File: config.mk
export PLATFORM = sky130hd
export DESIGN_NAME = pendant_report_to_quadrature_bridge_core
export DESIGN_NICKNAME = d
export VERILOG_FILES = /design/src/design/prqb_pkg.sv /design/src/design/prqb_cfg_regs.sv /design/src/design/prqb_engine.sv /design/src/design/pendant_report_to_quadrature_bridge_core.sv
export SDC_FILE = /design/constraint.sdc
export NUM_CORES = 1
export LEC_CHECK = 0
export ABC_AREA = 0
export BUFFER_PORTS_ARGS = -buffer_cell sky130_fd_sc_hd__buf_2
export CAP_MARGIN = 5
export CORE_ASPECT_RATIO = 0.6
export CORE_MARGIN = 4
export CORE_UTILIZATION = 29
export DETAILED_ROUTE_END_ITERATION = 12
export PLACE_DENSITY = 0.55
export SYNTH_ARGS = -nofsm -noshare
export SYNTH_HDL_FRONTEND = slang
export SYNTH_SLANG_ARGS = --single-unit
File: constraint.sdc
create_clock -name clk_i -period 5.3 [get_ports clk_i]
set_clock_uncertainty 0.2 [all_clocks]
set_input_delay 0.795 -clock clk_i [delete_from_list [all_inputs] [get_ports clk_i]]
set_output_delay 0.795 -clock clk_i [all_outputs]
set_load 0.1 [all_outputs]
File: src/design/prqb_pkg.sv
// Shared types, constants and codes for the pendant report to quadrature bridge.
`timescale 1ns / 1ps
`default_nettype none

package prqb_pkg;

  // Speed levels cycled by the speed button
  localparam int SPEED_LEVELS = 4;
  localparam int SpeedW       = (SPEED_LEVELS > 1) ? $clog2(SPEED_LEVELS) : 1;

  // Axis select codes: X is the base, Y and Z follow it
  localparam logic [7:0] AXIS_X_CODE = 8'h11;
  localparam logic [7:0] AXIS_Z_CODE = 8'h13;

  // Saturation bounds of the pending step count
  localparam logic signed [16:0] PEND_MAX = 17'sd32767;
  localparam logic signed [16:0] PEND_MIN = -17'sd32767;

  // Quadrature phase numbering: idle, then phases one to four
  localparam logic [2:0] QPH_IDLE  = 3'd0;
  localparam logic [2:0] QPH_FIRST = 3'd1;
  localparam logic [2:0] QPH_SECOND = 3'd2;
  localparam logic [2:0] QPH_THIRD = 3'd3;
  localparam logic [2:0] QPH_LAST  = 3'd4;

  // Register reset values
  localparam logic [7:0] HALF_PULSE_RST   = 8'd2;
  localparam logic [9:0] AXIS_PULSE_RST   = 10'd100;
  localparam logic [7:0] SPEED_BUTTON_RST = 8'h0D;

  localparam int CfgIdxW  = 2;
  localparam int CfgDataW = 10;
  localparam int InDataW  = 24;
  localparam int OutDataW = 32;

  typedef enum logic [CfgIdxW-1:0] {
    CFG_HALF_PULSE   = 2'd0,
    CFG_AXIS_PULSE   = 2'd1,
    CFG_SPEED_BUTTON = 2'd2
  } cfg_idx_e;

  typedef enum logic {
    OP_REPORT = 1'b0,
    OP_TICK   = 1'b1
  } opcode_e;

  typedef struct packed {
    logic [7:0] half_pulse_ticks;
    logic [9:0] axis_pulse_ticks;
    logic [7:0] speed_button_code;
  } cfg_t;

  typedef struct packed {
    opcode_e           opcode;
    logic [7:0]        button_code;
    logic [7:0]        axis_code;
    logic signed [7:0] wheel_delta;
  } item_t;

  typedef struct packed {
    logic               quad_a;
    logic               quad_b;
    logic [2:0]         axis_lines_n;
    logic [3:0]         speed_lines_n;
    logic signed [15:0] steps_pending;
  } result_t;

endpackage

`default_nettype wire

File: src/design/prqb_cfg_regs.sv
// Configuration registers of the bridge, written through a plain write port.
`timescale 1ns / 1ps
`default_nettype none

module prqb_cfg_regs (
  input  wire logic                          clk_i,
  input  wire logic                          rst_ni,
  input  wire logic                          cfg_we_i,
  input  wire logic [prqb_pkg::CfgIdxW-1:0]  cfg_index_i,
  input  wire logic [prqb_pkg::CfgDataW-1:0] cfg_data_i,
  output prqb_pkg::cfg_t                     cfg_o
);
  import prqb_pkg::*;

  cfg_t cfg_q, cfg_d;

  // Decode the write; unknown indexes leave everything as it is
  always_comb begin
    cfg_d = cfg_q;
    if (cfg_we_i) begin
      case (cfg_idx_e'(cfg_index_i))
        CFG_HALF_PULSE:   cfg_d.half_pulse_ticks  = cfg_data_i[7:0];
        CFG_AXIS_PULSE:   cfg_d.axis_pulse_ticks  = cfg_data_i[9:0];
        CFG_SPEED_BUTTON: cfg_d.speed_button_code = cfg_data_i[7:0];
        default:          cfg_d = cfg_q;
      endcase
    end
  end

  always_ff @(posedge clk_i or negedge rst_ni) begin
    if (!rst_ni) begin
      cfg_q.half_pulse_ticks  <= HALF_PULSE_RST;
      cfg_q.axis_pulse_ticks  <= AXIS_PULSE_RST;
      cfg_q.speed_button_code <= SPEED_BUTTON_RST;
    end else begin
      cfg_q <= cfg_d;
    end
  end

  assign cfg_o = cfg_q;

endmodule

`default_nettype wire

File: src/design/prqb_engine.sv
// Bridge state and the single-pass update for one report or tick item.
`timescale 1ns / 1ps
`default_nettype none

module prqb_engine (
  input  wire logic            clk_i,
  input  wire logic            rst_ni,
  input  wire logic            advance_i,
  input  wire prqb_pkg::item_t item_i,
  input  wire prqb_pkg::cfg_t  cfg_i,
  output prqb_pkg::result_t    result_o
);
  import prqb_pkg::*;

  logic signed [15:0] pend_q, pend_d;
  logic [7:0]         prev_axis_q, prev_axis_d;
  logic [7:0]         prev_button_q, prev_button_d;
  logic [SpeedW-1:0]  speed_q, speed_d;
  logic [2:0]         phase_q, phase_d;
  logic               dir_q, dir_d;
  logic [7:0]         phase_tmr_q, phase_tmr_d;
  logic [9:0]         axis_tmr_q, axis_tmr_d;
  logic [1:0]         pulsed_q, pulsed_d;

  logic [7:0]         half_len;
  logic [9:0]         axis_len;
  logic signed [15:0] pend_base;
  logic signed [16:0] pend_sum;
  logic [7:0]         tmr_dec;

  // Zero in a timing register acts as one
  assign half_len = (cfg_i.half_pulse_ticks == '0) ? 8'd1 : cfg_i.half_pulse_ticks;
  assign axis_len = (cfg_i.axis_pulse_ticks == '0) ? 10'd1 : cfg_i.axis_pulse_ticks;

  // Next state for the item at the head of the input register
  always_comb begin
    pend_d        = pend_q;
    prev_axis_d   = prev_axis_q;
    prev_button_d = prev_button_q;
    speed_d       = speed_q;
    phase_d       = phase_q;
    dir_d         = dir_q;
    phase_tmr_d   = phase_tmr_q;
    axis_tmr_d    = axis_tmr_q;
    pulsed_d      = pulsed_q;
    pend_base     = pend_q;
    pend_sum      = '0;
    tmr_dec       = phase_tmr_q;

    if (item_i.opcode == OP_REPORT) begin
      // Axis change: drop pending steps, restart the axis pulse for X, Y or Z, else end it
      if (item_i.axis_code != prev_axis_q) begin
        prev_axis_d = item_i.axis_code;
        axis_tmr_d  = '0;
        pend_base   = '0;
        if (item_i.axis_code >= AXIS_X_CODE && item_i.axis_code <= AXIS_Z_CODE) begin
          pulsed_d   = 2'(item_i.axis_code - AXIS_X_CODE);
          axis_tmr_d = axis_len;
        end
      end
      // Add the wheel delta and saturate
      pend_sum = 17'(pend_base) + 17'(item_i.wheel_delta);
      if (pend_sum > PEND_MAX) begin
        pend_d = 16'(PEND_MAX);
      end else if (pend_sum < PEND_MIN) begin
        pend_d = 16'(PEND_MIN);
      end else begin
        pend_d = pend_sum[15:0];
      end
      // Speed button release cycles the speed
      if (item_i.button_code == '0 && prev_button_q != '0 &&
          prev_button_q == cfg_i.speed_button_code) begin
        if (speed_q == SpeedW'(SPEED_LEVELS - 1)) begin
          speed_d = '0;
        end else begin
          speed_d = speed_q + 1'b1;
        end
      end
      prev_button_d = item_i.button_code;
    end else begin
      // Count down the axis pulse
      if (axis_tmr_q != '0) begin
        axis_tmr_d = axis_tmr_q - 1'b1;
      end
      // Advance the running pattern
      if (phase_q != QPH_IDLE) begin
        if (phase_tmr_q != '0) begin
          tmr_dec = phase_tmr_q - 1'b1;
        end
        phase_tmr_d = tmr_dec;
        if (tmr_dec == '0) begin
          if (phase_q == QPH_LAST) begin
            phase_d = QPH_IDLE;
          end else begin
            phase_d     = phase_q + 1'b1;
            phase_tmr_d = half_len;
          end
        end
      end
      // Start the next step when the generator is free
      if (phase_d == QPH_IDLE && pend_q != '0) begin
        if (pend_q > 16'sd0) begin
          dir_d  = 1'b0;
          pend_d = pend_q - 16'sd1;
        end else begin
          dir_d  = 1'b1;
          pend_d = pend_q + 16'sd1;
        end
        phase_d     = QPH_FIRST;
        phase_tmr_d = half_len;
      end
    end
  end

  always_ff @(posedge clk_i or negedge rst_ni) begin
    if (!rst_ni) begin
      pend_q        <= '0;
      prev_axis_q   <= '0;
      prev_button_q <= '0;
      speed_q       <= '0;
      phase_q       <= QPH_IDLE;
      dir_q         <= 1'b0;
      phase_tmr_q   <= '0;
      axis_tmr_q    <= '0;
      pulsed_q      <= '0;
    end else if (advance_i) begin
      pend_q        <= pend_d;
      prev_axis_q   <= prev_axis_d;
      prev_button_q <= prev_button_d;
      speed_q       <= speed_d;
      phase_q       <= phase_d;
      dir_q         <= dir_d;
      phase_tmr_q   <= phase_tmr_d;
      axis_tmr_q    <= axis_tmr_d;
      pulsed_q      <= pulsed_d;
    end
  end

  // Map the updated state onto the output lines
  always_comb begin
    result_o.quad_a        = 1'b0;
    result_o.quad_b        = 1'b0;
    result_o.axis_lines_n  = 3'b111;
    result_o.speed_lines_n = 4'hF;
    result_o.steps_pending = pend_d;
    case (phase_d)
      QPH_FIRST: begin
        result_o.quad_a = ~dir_d;
        result_o.quad_b = dir_d;
      end
      QPH_SECOND: begin
        result_o.quad_a = 1'b1;
        result_o.quad_b = 1'b1;
      end
      QPH_THIRD: begin
        result_o.quad_a = dir_d;
        result_o.quad_b = ~dir_d;
      end
      default: begin
        result_o.quad_a = 1'b0;
        result_o.quad_b = 1'b0;
      end
    endcase
    if (axis_tmr_d != '0 && pulsed_d < 2'd3) begin
      result_o.axis_lines_n[pulsed_d] = 1'b0;
    end
    if (int'(speed_d) < 4) begin
      result_o.speed_lines_n[2'(speed_d)] = 1'b0;
    end
  end

endmodule

`default_nettype wire

File: src/design/pendant_report_to_quadrature_bridge_core.sv
// Top level of the pendant report to quadrature bridge: handshakes and pipeline registers.
//
//  channel   | direction | tdata (low bit up)                                  | tuser
//  s_axis    | in        | button_code[7:0], axis_code[7:0], wheel_delta[7:0]  | opcode
//  m_axis    | out       | quad_a, quad_b, axis_lines_n[2:0],                  | -
//            |           | speed_lines_n[3:0], steps_pending[15:0], 7'b0       |
//  cfg       | in        | cfg_we_i, cfg_index_i, cfg_data_i                   | -
//
// One item per cycle sustained while the result side does not stall.
// The state update for an item is one combinational pass in the engine, taken as the
// item moves from the input register into the result register.
// Reset clears all state to speed one, no pulse, nothing pending, generator idle.
// A stalled result register holds the item in the input register; both stall together.
`timescale 1ns / 1ps
`default_nettype none

module pendant_report_to_quadrature_bridge_core (
  input  wire logic                          clk_i,
  input  wire logic                          rst_ni,
  input  wire logic                          s_axis_tvalid_i,
  output logic                               s_axis_tready_o,
  // button_code[7:0], axis_code[15:8], wheel_delta[23:16]
  input  wire logic [prqb_pkg::InDataW-1:0]  s_axis_tdata_i,
  // opcode
  input  wire logic                          s_axis_tuser_i,
  output logic                               m_axis_tvalid_o,
  input  wire logic                          m_axis_tready_i,
  // quad_a[0], quad_b[1], axis_lines_n[4:2], speed_lines_n[8:5], steps_pending[24:9]
  output logic [prqb_pkg::OutDataW-1:0]      m_axis_tdata_o,
  input  wire logic                          cfg_we_i,
  input  wire logic [prqb_pkg::CfgIdxW-1:0]  cfg_index_i,
  input  wire logic [prqb_pkg::CfgDataW-1:0] cfg_data_i
);
  import prqb_pkg::*;

  cfg_t    cfg;
  item_t   item_q;
  logic    in_valid_q;
  result_t res_d, res_q;
  logic    out_valid_q;
  logic    advance;
  logic    in_take;

  prqb_cfg_regs u_cfg (
    .clk_i       (clk_i),
    .rst_ni      (rst_ni),
    .cfg_we_i    (cfg_we_i),
    .cfg_index_i (cfg_index_i),
    .cfg_data_i  (cfg_data_i),
    .cfg_o       (cfg)
  );

  // Move the held item on when the result register is free
  assign advance         = in_valid_q && (!out_valid_q || m_axis_tready_i);
  assign s_axis_tready_o = !in_valid_q || advance;
  assign in_take         = s_axis_tvalid_i && s_axis_tready_o;

  // Input register
  always_ff @(posedge clk_i or negedge rst_ni) begin
    if (!rst_ni) begin
      in_valid_q <= 1'b0;
    end else if (s_axis_tready_o) begin
      in_valid_q <= s_axis_tvalid_i;
    end
  end

  always_ff @(posedge clk_i) begin
    if (in_take) begin
      item_q.opcode      <= opcode_e'(s_axis_tuser_i);
      item_q.button_code <= s_axis_tdata_i[7:0];
      item_q.axis_code   <= s_axis_tdata_i[15:8];
      item_q.wheel_delta <= s_axis_tdata_i[23:16];
    end
  end

  prqb_engine u_engine (
    .clk_i     (clk_i),
    .rst_ni    (rst_ni),
    .advance_i (advance),
    .item_i    (item_q),
    .cfg_i     (cfg),
    .result_o  (res_d)
  );

  // Result register
  always_ff @(posedge clk_i or negedge rst_ni) begin
    if (!rst_ni) begin
      out_valid_q <= 1'b0;
    end else if (advance) begin
      out_valid_q <= 1'b1;
    end else if (m_axis_tready_i) begin
      out_valid_q <= 1'b0;
    end
  end

  always_ff @(posedge clk_i) begin
    if (advance) begin
      res_q <= res_d;
    end
  end

  assign m_axis_tvalid_o = out_valid_q;
  assign m_axis_tdata_o  = {7'b0, res_q.steps_pending, res_q.speed_lines_n,
                            res_q.axis_lines_n, res_q.quad_b, res_q.quad_a};

  // At most one axis line is pulled low
  a_axis_onehot: assert property (@(posedge clk_i) disable iff (!rst_ni)
    m_axis_tvalid_o |-> $onehot0(~res_q.axis_lines_n))
    else $error("more than one axis line active");

  // Exactly one speed line is active
  a_speed_onehot: assert property (@(posedge clk_i) disable iff (!rst_ni)
    m_axis_tvalid_o |-> $onehot(~res_q.speed_lines_n))
    else $error("speed lines not one-hot");

  // Pending count never reaches the unsaturated minimum
  a_pend_sat: assert property (@(posedge clk_i) disable iff (!rst_ni)
    m_axis_tvalid_o |-> (res_q.steps_pending != 16'sh8000))
    else $error("pending count out of range");

  // A held item is not lost while the result side stalls
  a_hold_item: assert property (@(posedge clk_i) disable iff (!rst_ni)
    (in_valid_q && !advance) |=> (in_valid_q && $stable(item_q)))
    else $error("held item dropped");

endmodule

`default_nettype wire
== Word-level counts from Yosys, hierarchy flattened ==
Index checks and enable logic that the tools add are counted.

* Add/sub/neg operators: 8
* Multiplexer cells: 42
* Magnitude comparators: 10
* Bitwise operators: 4
* Equality and inequality tests: 9
* Reduce and logical (&&, ||, !) cells: 33

{| class="wikitable"
|+ Operator list
! cell !! number
|-
| $mux 16 || 7
|-
| $mux 8 || 8
|-
| $mux 10 || 5
|-
| $logic_not 8->1 || 3
|-
| $reduce_bool 10->1 || 2
|-
| $mux 3 || 6
|-
| $add 16x8->17 || 1
|-
| $gt 17x16->1 const B || 1
|-
| $lt 17x16->1 const B || 1
|-
| $add 16x2->16 const B || 1
|-
| $gt 16x1->1 const B || 1
|-
| $reduce_bool 16->1 || 1
|-
| $reduce_bool 8->1 || 2
|-
| $sub 16x2->16 const B || 1
|-
| $mux 2 || 6
|-
| $logic_not 10->1 || 1
|-
| $sub 10x1->10 const B || 1
|-
| $logic_and 1x1->1 || 9
|-
| $eq 8x8->1 || 1
|-
| $ge 8x5->1 const B || 1
|-
| $le 8x5->1 const B || 1
|-
| $ne 8x8->1 || 1
|-
| $reduce_and 2->1 || 4
|-
| $sub 8x1->8 const B || 1
|-
| other kinds (24) || 40
|}

* Input bits: 42
* Word-level logic and storage cells: 129
* Output and inout port bits: 34
* Flip-flop bits (word level): 136

== Depth between registers and ports, before layout ==
* Depth after elaboration: 14
* Depth in mapped cells: 17
* Depth with buffers taken out: 14

== Cells and area by module ==
A second synthesis with hierarchy kept.

* Cell total of the unflattened synthesis: 846
* Area total of the unflattened synthesis: 8415.6 um^2

{| class="wikitable"
|+ By module, submodules not included
! module !! times used !! sequential area each (um^2) !! area an instance (um^2) !! cells an instance
|-
| prqb_engine || 1 || 1451.4 || 5756.8 || 724
|-
| pendant_report_to_quadrature_bridge_core || 1 || 1551.5 || 1661.6 || 66
|-
| prqb_cfg_regs || 1 || 659.4 || 997.2 || 56
|}

== Worst setup path after synthesis ==
Ideal clock, no wire load.

* Path type: reg-to-reg
* Start: register item_q[8] (netlist name)
* End: register res_q, in the netlist m_axis_tdata_o[10] (data pin)
* Setup time: 282 ps
* Arrival: 3911 ps
* Path slack: 907 ps
* Data required time: 4818 ps
* Cell stages (with the launch flop): 17
* Cell sequence: edfxtp_1 > xnor2_1 > nand4_1 > nor2_1 > clkbuf_1 > clkbuf_1 > and2_1 > ha_1 > clkbuf_1 > a21o_1 > a221o_1 > nor3_1 > a211oi_1 > nand2b_1 > a41o_1 > nor2_1 > a22oi_1

{| class="wikitable"
|+ RTL lines
! item !! RTL line !! text
|-
| start: declaration || pendant_report_to_quadrature_bridge_core.sv:37 || <nowiki>item_t item_q;</nowiki>
|-
| end signal: assignment || pendant_report_to_quadrature_bridge_core.sv:98 || <nowiki>res_q <= res_d;</nowiki>
|-
| end: declaration || pendant_report_to_quadrature_bridge_core.sv:39 || <nowiki>result_t res_d, res_q;</nowiki>
|}

==> metrics.cfg <==
[min_path]
hp-class = in -> async

[placement]
dpl.hpwl_um = 17200
gp_congestion = 0.869
dp_cells = 1323
io_buffers = 68

[critical_path]
slowest_delay_ns = 0.56
setup.worst_path.class = reg -> reg
reg2reg_from = item_q[8]$_DFFE_PP_
worstPathMaxFanout = 15
path_depth = 16
crit_buf_inv = 3
path_cells = xnor2_1 > nand4_1 > nor2_1 > buf_4 > nand2_1 > inv_1 > ha_1 > a211oi_1 > o21ai_1 > buf_4 > a41oi_1 > nor4_1 > o21a_1 > a41o_1 > nor2_1 > a22oi_1
cp_slowest_cell = nor2_1
required_ns = 5.25
worstSetupStartpoint = item_q[8]$_DFFE_PP_
r2r_cells = 16
arrival_ns = 4.58
startpoint_type = register
critPathCaptureType = register
crit_path_end = m_axis_tdata_o[11]$_DFFE_PP_
r2r_end = m_axis_tdata_o[11]$_DFFE_PP_
r2r_slack_ns = 0.67
cp_top_family = compound AO/OA/AOI/OAI gates

[finish]
multi_input_area_um2 = 4740
finalNonFillerCells = 1355
nets = 1015
seqCellArea_um2 = 3660
drive_above_1_share_pct = 21.3
nFillCells = 3136
areaGrowthSynthToFinish_pct = 15.0
diodes = 0

[timing]
final_hold_viol_count = 0
grt_setup_unrepaired = no
report.final.slew_viol_count = 0
post-route-period-util_pct = 87.4
setup_violations = 0
fmaxAchievable_mhz = 216
slew_headroom_pct = 25.5
tns_ns = 0
worstMarginPinSlew_ns = 1.11
holdWs_ns = 0.166
period_minus_slack_ns = 4.63

[synth]
yosys-top-cells-area = dfrtp_1, edfxtp_1, mux2_2, ha_1, nand2_1
synth_top_area_share_pct = 22.5
synth_edf_count = 50
synth.cell_area_um2 = 8790
syn_area_per_cell_um2 = 10.1
yosys-top-cells-count = nand2_1, dfrtp_1, edfxtp_1, nor2_1, mux2_2
syn-instance-count = 869
synth-seq-cells = 136
yosysUniqueCellTypes = 95
async_reset_ff_share_pct = 63.2
synth_top_area_cell = dfrtp_1
yosysWarnings = 0
synth-seq-area-share_pct = 41.7
ys.flop_type = dfrtp_1
yosysMostFrequentCell = nand2_1

[pwr]
cellPowerDensity_nw_per_um2 = 546
p_sw_share_pct = 44.2
clockPowerShare_pct = 22.6
p_int_w = 0.00308
ir_worst_vdd_mv = 0.291
power_switching_w = 0.00244
combPwrFrac_pct = 47.1
p_leak_nw = 4.11
seqPwrFrac_pct = 30.3

[route]
first_pass_iters = 5
drt_iter0_drc = 588
routed_wirelength_um = 23300
ant_nets = 0
viasPerCell = 5.20
num_vias = 7050
wl_per_cell_um = 17.2
drc_errors = 0

[floorplanning]
io_pins = 76
rows = 49
die_area_um2 = 33200
fp.dieW_um = 233
start_util_pct = 29.4
core_area_um2 = 29900
die_height_um = 143

[clock_tree]
cts_buffers = 17
cts_sinks = 136
post_cts_buffers = 0
post_cts_resized = 0
path_clk_slew_ns = 0.07
ctsHoldBuffers = 0
cts_max_path_buffers = 2
cts_tree = done
clock_latency_ns = 0.44
htreeDepth = 4
ctsRootBufferMaster = clkbuf_16

[run_status]
outcome = finished clean

[grt]
grt_overflow = 0
grt_pass1_vias = 6681
grt_start_max_net_pins = 69
grt_usage_pct = 14.4
antenna_found_initial = 0
grt_first_pass_wirelength_um = 37600

[flow_run]
cap_violations = 0

stage by stage:
stage / power, W / utilization [%] / area, um^2 / setup slack, ns
floorplan: 0.00372 / - / 8810 / 0.907
global placement: 0.00422 / 31.7 / 9500 / 0.811
detailed placement: 0.00424 / 31.7 / 9500 / 0.770
CTS: 0.00553 / 33.8 / 10100 / 0.725
global route: 0.00590 / 33.8 / 10100 / 0.386
finish: 0.00552 / 33.8 / 10100 / 0.669
logic make-up after synthesis:
family,Yosys count,share of synthesized area [%]
compound gates,221,18.6
xor+xnor,40,3.99
fa+ha+maj,40,5.84
buf+inv,77,4.59
flops,136,41.7
mux,59,7.62
other cells,1,0.0427
simple gates,295,17.7
layout make-up:
class / count / share of cell area [%]
Multi-Input combinational cell: 662 / 46.9
Sequential cell: 136 / 36.2
Tap cell: 408 / 5.05
Timing Repair Buffer: 82 / 4.43
Clock buffer: 17 / 4.21
Clock inverter: 15 / 1.82
Inverter: 35 / 1.30
sequential cells by signal, indices dropped and copies added (netlist names), 3 cells and up:
signal,count
u_engine.prev_axis_q,8
u_engine.phase_q,3
m_axis_tdata_o,25
u_engine.phase_tmr_q,8
item_q,25
u_cfg.cfg_o,26
u_engine.pend_q,16
u_engine.axis_tmr_q,10
u_engine.prev_button_q,8
worst min path at each step:
| stage | startpoint | depth (start not counted) | slack [ns] | to |
|---|---|---|---|---|
| global route | rst_ni | 1 | 0.20 | u_engine.prev_button_q[7]$_DFFE_PN0P_ |
| global placement | in_valid_q$_DFFE_PN0N_ | 1 | 0.28 | m_axis_tvalid_o$_DFFE_PN0P_ |
| CTS | rst_ni | 1 | 0.17 | u_engine.prev_button_q[5]$_DFFE_PN0P_ |
| finish | rst_ni | 1 | 0.17 | u_engine.prev_button_q[5]$_DFFE_PN0P_ |
| floorplan | in_valid_q$_DFFE_PN0N_ | 1 | 0.26 | m_axis_tvalid_o$_DFFE_PN0P_ |
| detailed placement | in_valid_q$_DFFE_PN0N_ | 1 | 0.28 | m_axis_tvalid_o$_DFFE_PN0P_ |
power groups by stage:
| stage | logic (W) | registers (W) | clock network, W |
|---|---|---|---|
| final | 0.00260 | 0.00167 | 0.00125 |
| after detailed placement | 0.00255 | 0.00169 | 0 |
| after global routing | 0.00286 | 0.00171 | 0.00132 |
| after CTS | 0.00258 | 0.00167 | 0.00128 |
| after global placement | 0.00253 | 0.00169 | 0 |
| after floorplan | 0.00185 | 0.00187 | 0 |
layout by cell type, fill, tap and decap left out, types with 7 or more instances in the layout:
cell	instances
xor2_1	8
mux2_2	44
xnor2_1	32
dfrtp_1	79
buf_2	67
nand3_1	16
dfstp_2	7
clkbuf_16	17
nand4_1	8
nor4_1	15
nor3_1	28
o21a_1	12
o21ai_0	27
nand2_1	84
conb_1	7
a211oi_1	11
edfxtp_1	50
a21o_1	7
a221oi_1	9
inv_1	34
or3_1	8
and3_1	7
o21ai_1	18
a21oi_1	43
nor3b_1	7
ha_1	37
buf_4	15
nor2_1	50
mux2i_1	11
and2_1	20
nand2b_1	14
per-layer routing:
metal | wire length (um) | GRT usage, % | up-vias | part of all wire, %
li1 | - | - | 3398 | -
met1 | 13000 | 23.4 | 3422 | 56
met2 | 8850 | 18.9 | 210 | 38
met3 | 1310 | 3.23 | 20 | 5.6
met4 | 226 | 3.30 | 0 | 0.97
met5 | 0 | 0 | - | 0
(Power assumes the default switching activity.)
